==> config.mk <==
export PLATFORM = sky130hd
export DESIGN_NAME = rtt_estimator_rto_timer
export DESIGN_NICKNAME = d
export VERILOG_FILES = /design/src/hw/rtl/rre_pkg.sv /design/src/hw/rtl/rre_csr.sv /design/src/hw/rtl/rre_update.sv /design/src/hw/rtl/rtt_estimator_rto_timer.sv
export SDC_FILE = /design/constraint.sdc
export NUM_CORES = 1
export LEC_CHECK = 0
export BUFFER_PORTS_ARGS = -buffer_cell sky130_fd_sc_hd__buf_2
export CORE_MARGIN = 2
export CORE_UTILIZATION = 50
export DETAILED_ROUTE_END_ITERATION = 6
export MAX_ROUTING_LAYER = met4
export PLACE_DENSITY = 0.68
export SLEW_MARGIN = 20
export SYNTH_ARGS = -nofsm -noshare
export SYNTH_HDL_FRONTEND = slang
export SYNTH_SLANG_ARGS = --single-unit
==> constraint.sdc <==
create_clock -name clock -period 11.3 [get_ports clock]
set_clock_uncertainty 0.15 [all_clocks]
set_input_delay 1.13 -clock clock [delete_from_list [all_inputs] [get_ports clock]]
set_output_delay 1.13 -clock clock [all_outputs]
set_load 0.05 [all_outputs]
==> src/hw/rtl/rre_pkg.sv <==
`default_nettype none

package rre_pkg;

   localparam int SampleWidth = 16;
   localparam int RtoWidth    = 16;
   localparam int CountWidth  = 8;
   localparam int CsrIdxWidth = 2;
   localparam int CsrDataWidth = 16;

   localparam logic [1:0] MODE_NEW_PACKET = 2'd0;
   localparam logic [1:0] MODE_SAMPLE     = 2'd1;
   localparam logic [1:0] MODE_TIMEOUT    = 2'd2;
   localparam logic [1:0] MODE_QUERY      = 2'd3;

   localparam logic [CsrIdxWidth-1:0] CSR_RTO_MIN         = 2'd0;
   localparam logic [CsrIdxWidth-1:0] CSR_RTO_MAX         = 2'd1;
   localparam logic [CsrIdxWidth-1:0] CSR_MAX_RETRANSMITS = 2'd2;

   localparam logic [RtoWidth-1:0]   RTO_MIN_RESET  = 16'd1000;
   localparam logic [RtoWidth-1:0]   RTO_MAX_RESET  = 16'd3000;
   localparam logic [CountWidth-1:0] MAX_RETX_RESET = 8'd12;
   localparam logic [RtoWidth-1:0]   SRTT_RESET     = 16'd0;
   localparam logic [RtoWidth-1:0]   DEV_RESET      = 16'd750;
   localparam logic [RtoWidth-1:0]   RTO_RESET      = 16'd3000;
   localparam logic [CountWidth-1:0] COUNT_RESET    = 8'd0;

   typedef struct packed {
      logic [1:0]             mode;
      logic [SampleWidth-1:0] sample_ms;
   } req_type;

   typedef struct packed {
      logic [RtoWidth-1:0]   rto_ms;
      logic                  give_up;
      logic [CountWidth-1:0] retransmit_count;
   } rsp_type;

   typedef struct packed {
      logic [RtoWidth-1:0]   rto_min;
      logic [RtoWidth-1:0]   rto_max;
      logic [CountWidth-1:0] max_retransmits;
   } cfg_type;

   typedef struct packed {
      logic [RtoWidth-1:0]   smoothed_rtt;
      logic [RtoWidth-1:0]   rtt_deviation;
      logic [RtoWidth-1:0]   current_rto;
      logic [CountWidth-1:0] retry_count;
   } est_state_type;

endpackage

`default_nettype wire

==> src/hw/rtl/rre_csr.sv <==
`default_nettype none

module rre_csr (
   input  wire logic                               clock,
   input  wire logic                               reset,
   input  wire logic                               csr_valid,
   output logic                                    csr_ready,
   input  wire logic [rre_pkg::CsrIdxWidth-1:0]    csr_index,
   input  wire logic [rre_pkg::CsrDataWidth-1:0]   csr_data,
   output rre_pkg::cfg_type                        cfg
);
   import rre_pkg::*;

   cfg_type cfg_ff;
   cfg_type cfg_in;

   assign csr_ready = 1'b1;

   always_comb begin
      cfg_in = cfg_ff;
      if (csr_valid) begin
         case (csr_index)
            CSR_RTO_MIN: cfg_in.rto_min = csr_data;
            CSR_RTO_MAX: cfg_in.rto_max = csr_data;
            CSR_MAX_RETRANSMITS: cfg_in.max_retransmits = csr_data[CountWidth-1:0];
            default: cfg_in = cfg_ff;
         endcase
      end
   end

   always_ff @(posedge clock) begin
      if (reset) begin
         cfg_ff.rto_min         <= RTO_MIN_RESET;
         cfg_ff.rto_max         <= RTO_MAX_RESET;
         cfg_ff.max_retransmits <= MAX_RETX_RESET;
      end else begin
         cfg_ff <= cfg_in;
      end
   end

   assign cfg = cfg_ff;

endmodule

`default_nettype wire

==> src/hw/rtl/rre_update.sv <==
`default_nettype none

module rre_update (
   input  rre_pkg::req_type        item,
   input  rre_pkg::cfg_type        cfg,
   input  rre_pkg::est_state_type  cur,
   output rre_pkg::est_state_type  nxt,
   output rre_pkg::rsp_type        result
);
   import rre_pkg::*;

   // The lower limit is tested first; inverted limits give lo below lo, else hi.
   function automatic logic [RtoWidth-1:0] clamp_rto(
      input logic [RtoWidth+1:0] v,
      input logic [RtoWidth-1:0] lo,
      input logic [RtoWidth-1:0] hi
   );
      logic [RtoWidth-1:0] r;
      if (v < {2'b00, lo}) begin
         r = lo;
      end else if (v > {2'b00, hi}) begin
         r = hi;
      end else begin
         r = v[RtoWidth-1:0];
      end
      return r;
   endfunction

   logic signed [RtoWidth:0]   delta;
   logic signed [RtoWidth:0]   srtt_adj;
   logic signed [RtoWidth:0]   srtt_sum;
   logic        [RtoWidth:0]   mag;
   logic signed [RtoWidth+1:0] dev_diff;
   logic signed [RtoWidth+1:0] dev_adj;
   logic signed [RtoWidth+1:0] dev_sum;
   logic        [RtoWidth-1:0] srtt_new;
   logic        [RtoWidth-1:0] dev_new;
   logic        [RtoWidth+1:0] rto_raw;
   logic        [RtoWidth+1:0] rto_dbl;
   logic        [CountWidth-1:0] count_inc;

   always_comb begin
      delta    = $signed({1'b0, item.sample_ms}) - $signed({1'b0, cur.smoothed_rtt});
      srtt_adj = delta >>> 3;
      srtt_sum = $signed({1'b0, cur.smoothed_rtt}) + srtt_adj;
      srtt_new = srtt_sum[RtoWidth-1:0];
      mag      = delta[RtoWidth] ? (RtoWidth+1)'(0) - delta : delta;
      dev_diff = $signed({1'b0, mag}) - $signed({2'b00, cur.rtt_deviation});
      dev_adj  = dev_diff >>> 2;
      dev_sum  = $signed({2'b00, cur.rtt_deviation}) + dev_adj;
      dev_new  = dev_sum[RtoWidth-1:0];
      rto_raw  = {2'b00, srtt_new} + {dev_new, 2'b00};
      rto_dbl  = {1'b0, cur.current_rto, 1'b0};
      count_inc = (cur.retry_count == '1) ? cur.retry_count
                                          : cur.retry_count + CountWidth'(1);

      nxt            = cur;
      result.give_up = 1'b0;
      case (item.mode)
         MODE_NEW_PACKET: begin
            nxt.retry_count = COUNT_RESET;
         end
         MODE_SAMPLE: begin
            nxt.smoothed_rtt  = srtt_new;
            nxt.rtt_deviation = dev_new;
            nxt.current_rto   = clamp_rto(rto_raw, cfg.rto_min, cfg.rto_max);
         end
         MODE_TIMEOUT: begin
            nxt.current_rto = clamp_rto(rto_dbl, cfg.rto_min, cfg.rto_max);
            nxt.retry_count = count_inc;
            result.give_up  = (count_inc > cfg.max_retransmits);
         end
         default: begin
            nxt = cur;
         end
      endcase
      result.rto_ms           = nxt.current_rto;
      result.retransmit_count = nxt.retry_count;
   end

endmodule

`default_nettype wire

==> src/hw/rtl/rtt_estimator_rto_timer.sv <==
`default_nettype none

// RTT estimator and retransmission timer (Jacobson/Karels). Each request transaction is one
// event: new packet (mode 0) clears the retransmit count, an RTT sample (mode 1) updates the
// smoothed RTT and mean deviation and recomputes the RTO as srtt + 4*dev, a timeout (mode 2)
// doubles the RTO and counts a retransmission, and a query (mode 3) only reports. Every
// request yields exactly one response transaction carrying the clamped RTO, the retransmit
// count and a give-up flag. An event is registered on input, evaluated combinationally against
// the estimator state and registered on output, and a new request is taken every cycle while
// the response is not stalled; the estimator state is updated as each event leaves the input
// register, which is what lets back-to-back events see each other. Limit writes through the
// CSR port take effect at the next sample or timeout and should be made while idle.
module rtt_estimator_rto_timer (
   input  wire logic                               clock,
   input  wire logic                               reset,
   input  wire logic                               req_valid,
   output logic                                    req_ready,
   input  rre_pkg::req_type                        req_data,
   output logic                                    rsp_valid,
   input  wire logic                               rsp_ready,
   output rre_pkg::rsp_type                        rsp_data,
   input  wire logic                               csr_valid,
   output logic                                    csr_ready,
   input  wire logic [rre_pkg::CsrIdxWidth-1:0]    csr_index,
   input  wire logic [rre_pkg::CsrDataWidth-1:0]   csr_data
);
   import rre_pkg::*;

   cfg_type       cfg;
   req_type       item_ff;
   logic          item_valid_ff;
   logic          item_valid_in;
   rsp_type       rsp_ff;
   rsp_type       rsp_in;
   logic          rsp_valid_ff;
   logic          rsp_valid_in;
   est_state_type state_ff;
   est_state_type state_in;
   est_state_type state_next;
   logic          advance;

   rre_csr u_csr (
      .clock     (clock),
      .reset     (reset),
      .csr_valid (csr_valid),
      .csr_ready (csr_ready),
      .csr_index (csr_index),
      .csr_data  (csr_data),
      .cfg       (cfg)
   );

   rre_update u_update (
      .item   (item_ff),
      .cfg    (cfg),
      .cur    (state_ff),
      .nxt    (state_next),
      .result (rsp_in)
   );

   assign advance   = item_valid_ff && (!rsp_valid_ff || rsp_ready);
   assign req_ready = !item_valid_ff || advance;

   always_comb begin
      item_valid_in = item_valid_ff;
      if (req_valid && req_ready) begin
         item_valid_in = 1'b1;
      end else if (advance) begin
         item_valid_in = 1'b0;
      end
      rsp_valid_in = rsp_valid_ff;
      if (advance) begin
         rsp_valid_in = 1'b1;
      end else if (rsp_ready) begin
         rsp_valid_in = 1'b0;
      end
      state_in = advance ? state_next : state_ff;
   end

   always_ff @(posedge clock) begin
      if (reset) begin
         item_valid_ff          <= 1'b0;
         rsp_valid_ff           <= 1'b0;
         state_ff.smoothed_rtt  <= SRTT_RESET;
         state_ff.rtt_deviation <= DEV_RESET;
         state_ff.current_rto   <= RTO_RESET;
         state_ff.retry_count   <= COUNT_RESET;
      end else begin
         item_valid_ff <= item_valid_in;
         rsp_valid_ff  <= rsp_valid_in;
         state_ff      <= state_in;
      end
   end

   always_ff @(posedge clock) begin
      if (req_valid && req_ready) begin
         item_ff <= req_data;
      end
      if (advance) begin
         rsp_ff <= rsp_in;
      end
   end

   assign rsp_valid = rsp_valid_ff;
   assign rsp_data  = rsp_ff;

`ifndef SYNTHESIS
   a_ready_when_empty: assert property (@(posedge clock) disable iff (reset)
      !item_valid_ff |-> req_ready)
      else $error("request stalled with an empty input register");

   a_new_packet_clears: assert property (@(posedge clock) disable iff (reset)
      advance && item_ff.mode == MODE_NEW_PACKET |=> rsp_ff.retransmit_count == COUNT_RESET)
      else $error("new packet did not clear the retransmit count");

   a_give_up_timeout_only: assert property (@(posedge clock) disable iff (reset)
      advance && item_ff.mode != MODE_TIMEOUT |=> !rsp_ff.give_up)
      else $error("give-up raised by an event other than a timeout");

   a_query_keeps_rto: assert property (@(posedge clock) disable iff (reset)
      advance && item_ff.mode == MODE_QUERY |=> rsp_ff.rto_ms == $past(state_ff.current_rto))
      else $error("query changed the RTO");

   a_rsp_tracks_state: assert property (@(posedge clock) disable iff (reset)
      advance |=> rsp_ff.rto_ms == state_ff.current_rto
                  && rsp_ff.retransmit_count == state_ff.retry_count)
      else $error("response disagrees with the updated estimator state");
`endif

endmodule

`default_nettype wire

---- Yosys cells after proc, flatten, opt, wreduce, memory -nomap -nowiden ----
Index checks and enable logic that the tools add are counted.
operators by class
  $add $sub $neg .......................... 7
  $lt $le $gt $ge ......................... 5
  eq/ne operators ......................... 5
  muxes and demuxes ....................... 12
  reduce and logical (&&, ||, !) cells .... 14
operators by type and width
  operator               number
  $mux 16                4
  $pmux 16 s2            1
  $add 16x18->18         1
  $gt 18x16->1           1
  $lt 18x16->1           1
  $sub 17x16->18         1
  $gt 17x16->1           1
  $lt 17x16->1           1
  $mux 17                1
  $sub 1x17->17 const A  1
  $sub 16x16->17         1
  $add 16x14->16         1
  $add 16x16->16         1
  $pmux 8 s2             1
  $add 8x1->8 const B    1
  $eq 8x8->1 const B     1
  $gt 8x8->1             1
  $mux 8                 1
  $reduce_and 2->1       4
  $eq 2x1->1 const B     2
  $eq 2x2->1 const B     2
  $logic_not 2->1        2
  $mux 1                 4
  $reduce_bool 2->1      2
  other kinds (3)        6
storage, ports and cells
  bits in registers ....................... 141
  input port bits ......................... 41
  output and inout bits ................... 28
  logic and storage cells ................. 57

---- Logic depth before layout (Yosys ltp) ----
  depth in word-level cells ............... 10
  depth in mapped cells ................... 50
  gate-level depth less buffers ........... 47

---- Hierarchy ----
From an unflattened synthesis, not the netlist that was laid out.
second synthesis, totals
  cell total of the unflattened synthesis .. 1496
  area total of the unflattened synthesis .. 12932.4 um2
by module, submodules not included
  module                   times used  cells an instance  area an instance (um2)  seq. area each (um2)
  rre_update               1           1038               7463.4                  0.0
  rtt_estimator_rto_timer  1           296                3821.2                  2452.4
  rre_csr                  1           162                1647.8                  800.8

---- Worst setup path after synthesis ----
No wires, ideal clock.
  kind .................................... reg2reg
  start ................................... register item_ff[0] (netlist bit)
  end ..................................... register rsp_ff, in the netlist rsp_data[14], data pin
  library setup time ...................... 0.152 ns
  arrival ................................. 8.595 ns
  data required time ...................... 10.998 ns
  setup slack ............................. 2.403 ns
  cell stages (with the launch flop) ...... 50
  buffers on the path ..................... 3
  period minus slack after synthesis ...... 8.897 ns
  cells stage by stage .................... edfxtp_1 > inv_1 > ha_1 > fa_1 > and2b_1 > o2111ai_1 > a21oi_2 > o21ba_2 > o31a_1 > o21ai_0 > nand2b_1 > clkbuf_1 > inv_1 > buf_1 > nand2_1 > xnor2_1 > ha_1 > a21oi_1 > [14 not listed] > xnor2_1 > ha_1 > o21a_1 > nor2_1 > a21oi_1 > xor2_1 > ha_1 > nand4_1 > nor2_1 > a221o_1 > and2_1 > and2_1 > a2111oi_0 > mux2i_1 > nand2_2 > buf_6 > o221ai_2 > a31oi_1
RTL lines
  item                      RTL line                       text
  start: declaration        rtt_estimator_rto_timer.sv:30  req_type item_ff;
  start signal: assignment  rtt_estimator_rto_timer.sv:96  item_ff <= req_data;
  end signal: assignment    rtt_estimator_rto_timer.sv:99  rsp_ff <= rsp_in;
  end: declaration          rtt_estimator_rto_timer.sv:33  rsp_type rsp_ff;

==> summary.txt <==
Clock tree
  • CTS tree: done
  • Worst skew pair latency: 450 ps
  • Clock net sink count: 141
  • H-Tree Level Count: 4
  • TritonCTS Buffers: 17
  • Hold Buf Count CTS: 0
  • Clock Tree Buf Depth: 2
  • Post-CTS Setup Inserts: 0
  • CTS Root Cell: clkbuf_16
  • # resized after CTS: 0
  • Clk slew on worst S/H paths: 70 ps

Setup path
  • CP delay by family, top: compound AO/OA/AOI/OAI gates
  • Crit path buf inv count: 2
  • FF-to-FF setup slack: 920 ps
  • Startpoint types: flop
  • Crit path capture type: flop
  • Worst path slowest cell: inv_1
  • Arr. time, crit path: 10530 ps
  • Worst path required time: 11450 ps
  • CP max FO: 15
  • Max stage delay on crit path: 440 ps
  • Setup CP Type: flop to flop

Synthesis
  • Synth unique cells: 85
  • Mean Syn Cell Area: 8.27 um^2
  • Syn Std Cell Area: 11700 um^2
  • Mapped Nets: 1614
  • Area contributors post-synth: dfxtp_1 17%, ha_1 16%, edfxtp_1 11%
  • Ys flop type: dfxtp_1
  • Register bit total from synthesis: 141
  • Sequential-to-total area share from yosys stat: 27.8%
  • Number of enable-type register cells in the synthesized netlist: 43
  • Post-synth ARST share: 0%
  • Yosys top cell area share: 16.7%
  • Top-count cell post-synth: nand2_1
  • Synth cell count leaders: 174 x nand2_1, 152 x ha_1, 122 x nor2_1
  • Syn. warnings: 0
  • Mapped Cells: 1417
  • Leading area contributor after synthesis: dfxtp_1

GRT
  • GRT Max-Usage Layer: met2
  • Met1 usage: 31.2%
  • First-pass GRT wire length: 49.8 mm
  • Number of global-route vias before repair: 9950
  • Largest net degree at the start of global routing: 43
  • Met2 global-route usage: 45.1%
  • Initial antenna violation count: 0
  • All-layer global routing usage: 26.2%
  • Overflow left after global routing: 0
  • Grt met3 use: 3.85%

Placed design
  • Gp weighted congestion: 0.927
  • HPWL Detailed: 23.5 mm
  • Port Buf Inserts: 67

STA
  • Final setup violation count: 0
  • Post-Route Setup TNS: 0 ps
  • Tmin final: 10380 ps
  • Unrepaired setup endpoints after global routing: no
  • Ratio of final minimum period to clock period: 91.8%
  • Hold Violations, Final: 0
  • Worst-Margin Slew: 1090 ps
  • Pins over their slew limit: 0
  • Max Clk Rate: 96.3 MHz
  • Rel. slew slack: 27.3%

Detailed routing
  • Drt total wl: 30.5 mm
  • Vias after detailed routing: 10400
  • TritonRoute pass-1 iters: 5
  • Final ANT Viol Nets: 0
  • Vias per cell: 5.81
  • Post-route DRC violation count: 0
  • Initial DRC count: 687
  • Wire per inst: 17.0 um

Die
  • Die area: 24700 um^2
  • Die Y: 157 um
  • Initial Utilization: 50.4%
  • Chip width: 157 um
  • Core Rows: 56
  • Core area: 23300 um^2
  • I/O pin cnt: 69

Outcome
  • Outcome: complete, no violations

Cells and area
  • Layout cells sized above 1: 10.3%
  • Area Overhead vs Synth: 10.2%
  • Ant. Diodes: 0
  • Filler cells: 2184
  • Final nets: 1656

Min path
  • Min-delay worst type: flop to flop

Run
  • Total of max-cap violations: 0
[layout by cell type, fill, tap and decap left out, types with 4 or more instances in the layout]
cell	n
xnor2_1	56
nor4_1	9
buf_2	67
o31a_1	5
a21o_1	26
ha_1	152
o21a_1	25
o31ai_1	5
mux2i_1	37
and2_1	8
inv_6	6
nand2_1	174
and3_1	13
or3_1	11
edfxtp_1	43
nor2b_1	21
nor2_1	122
inv_1	95
fa_1	4
o22ai_1	6
nand3_1	24
xor2_1	14
a21oi_1	111
inv_8	4
o221ai_2	10
a311oi_1	6
or3b_2	6
o21ai_0	79
buf_4	10
a32oi_1	9
a211oi_1	13
clkbuf_16	17
dfxtp_1	98
o21ai_1	4
a31oi_1	29
nand2b_1	16
o21bai_1	10
nand4_1	10
nor3_1	19
o211ai_1	29
[worst paths after layout]
check | start | endpoint | depth (start not counted)
max | item_ff[0] | rsp_data[15] | 45
min | u_csr.cfg[25] | u_csr.cfg[25] | 2
max reg2reg | item_ff[0] | rsp_data[15] | 45
min reg2reg | u_csr.cfg[25] | u_csr.cfg[25] | 2
[per-stage QoR]
step	hold WS [ps]	setup WS (ps)	cells	cell area, um^2	util [%]
floorplan	286	2400	1417	11700	-
global route	343	80.0	1791	12900	55.5
detailed placement	298	1110	1759	12300	52.9
global placement	294	1460	1759	12300	52.9
finish	310	921	1791	12900	55.5
CTS	310	1020	1791	12900	55.5
[flip-flops by register name, indices dropped and copies added (netlist names)]
name,flops
item_valid_ff,1
item_ff,18
state_ff,56
rsp_data,25
rsp_valid,1
u_csr.cfg,40
[per-layer routing]
layer	share of wire [%]	up-vias
met5	0	-
li1	-	5222
met4	3.1	0
met2	48	282
met1	44	4859
met3	4.7	50
[worst register-to-register path: cells and delay by family (launching register included)]
kind | cells | cell delay [ps]
AOI/OAI and AO/OA | 16 | 3940
and+or+nand+nor | 17 | 2750
adders and majority gates | 6 | 1660
xor gates and xnor gates | 3 | 610
buffers and inverters | 2 | 500
DFF | 1 | 370
muxes | 1 | 240
[layout make-up]
class,instances,area [um^2],area share (%)
repair buffers,77,410,3.18
inverters,95,357,2.76
clock buffers,18,429,3.32
well taps,319,399,3.09
multi-input cells,1127,7890,61.1
clock inverters,14,173,1.34
flip-flops and latches,141,3250,25.2
[logic make-up (layout without fill, tap and decap cells)]
family | Yosys count | count (layout) | share of synthesized area, %
adder cells (fa/ha/maj) | 156 | 156 | 16.9
XOR/XNOR | 72 | 72 | 5.51
buffers and inverters | 149 | 204 | 5.06
AO/OA/AOI/OAI | 406 | 406 | 23.3
other | 1 | 1 | 0.0320
multiplexers | 41 | 41 | 3.61
AND/OR/NAND/NOR | 451 | 451 | 17.8
flip-flops | 141 | 141 | 27.8
Power is not shown: default switching activity piles up to over one toggle a cycle in this logic, so the estimate is an artifact.
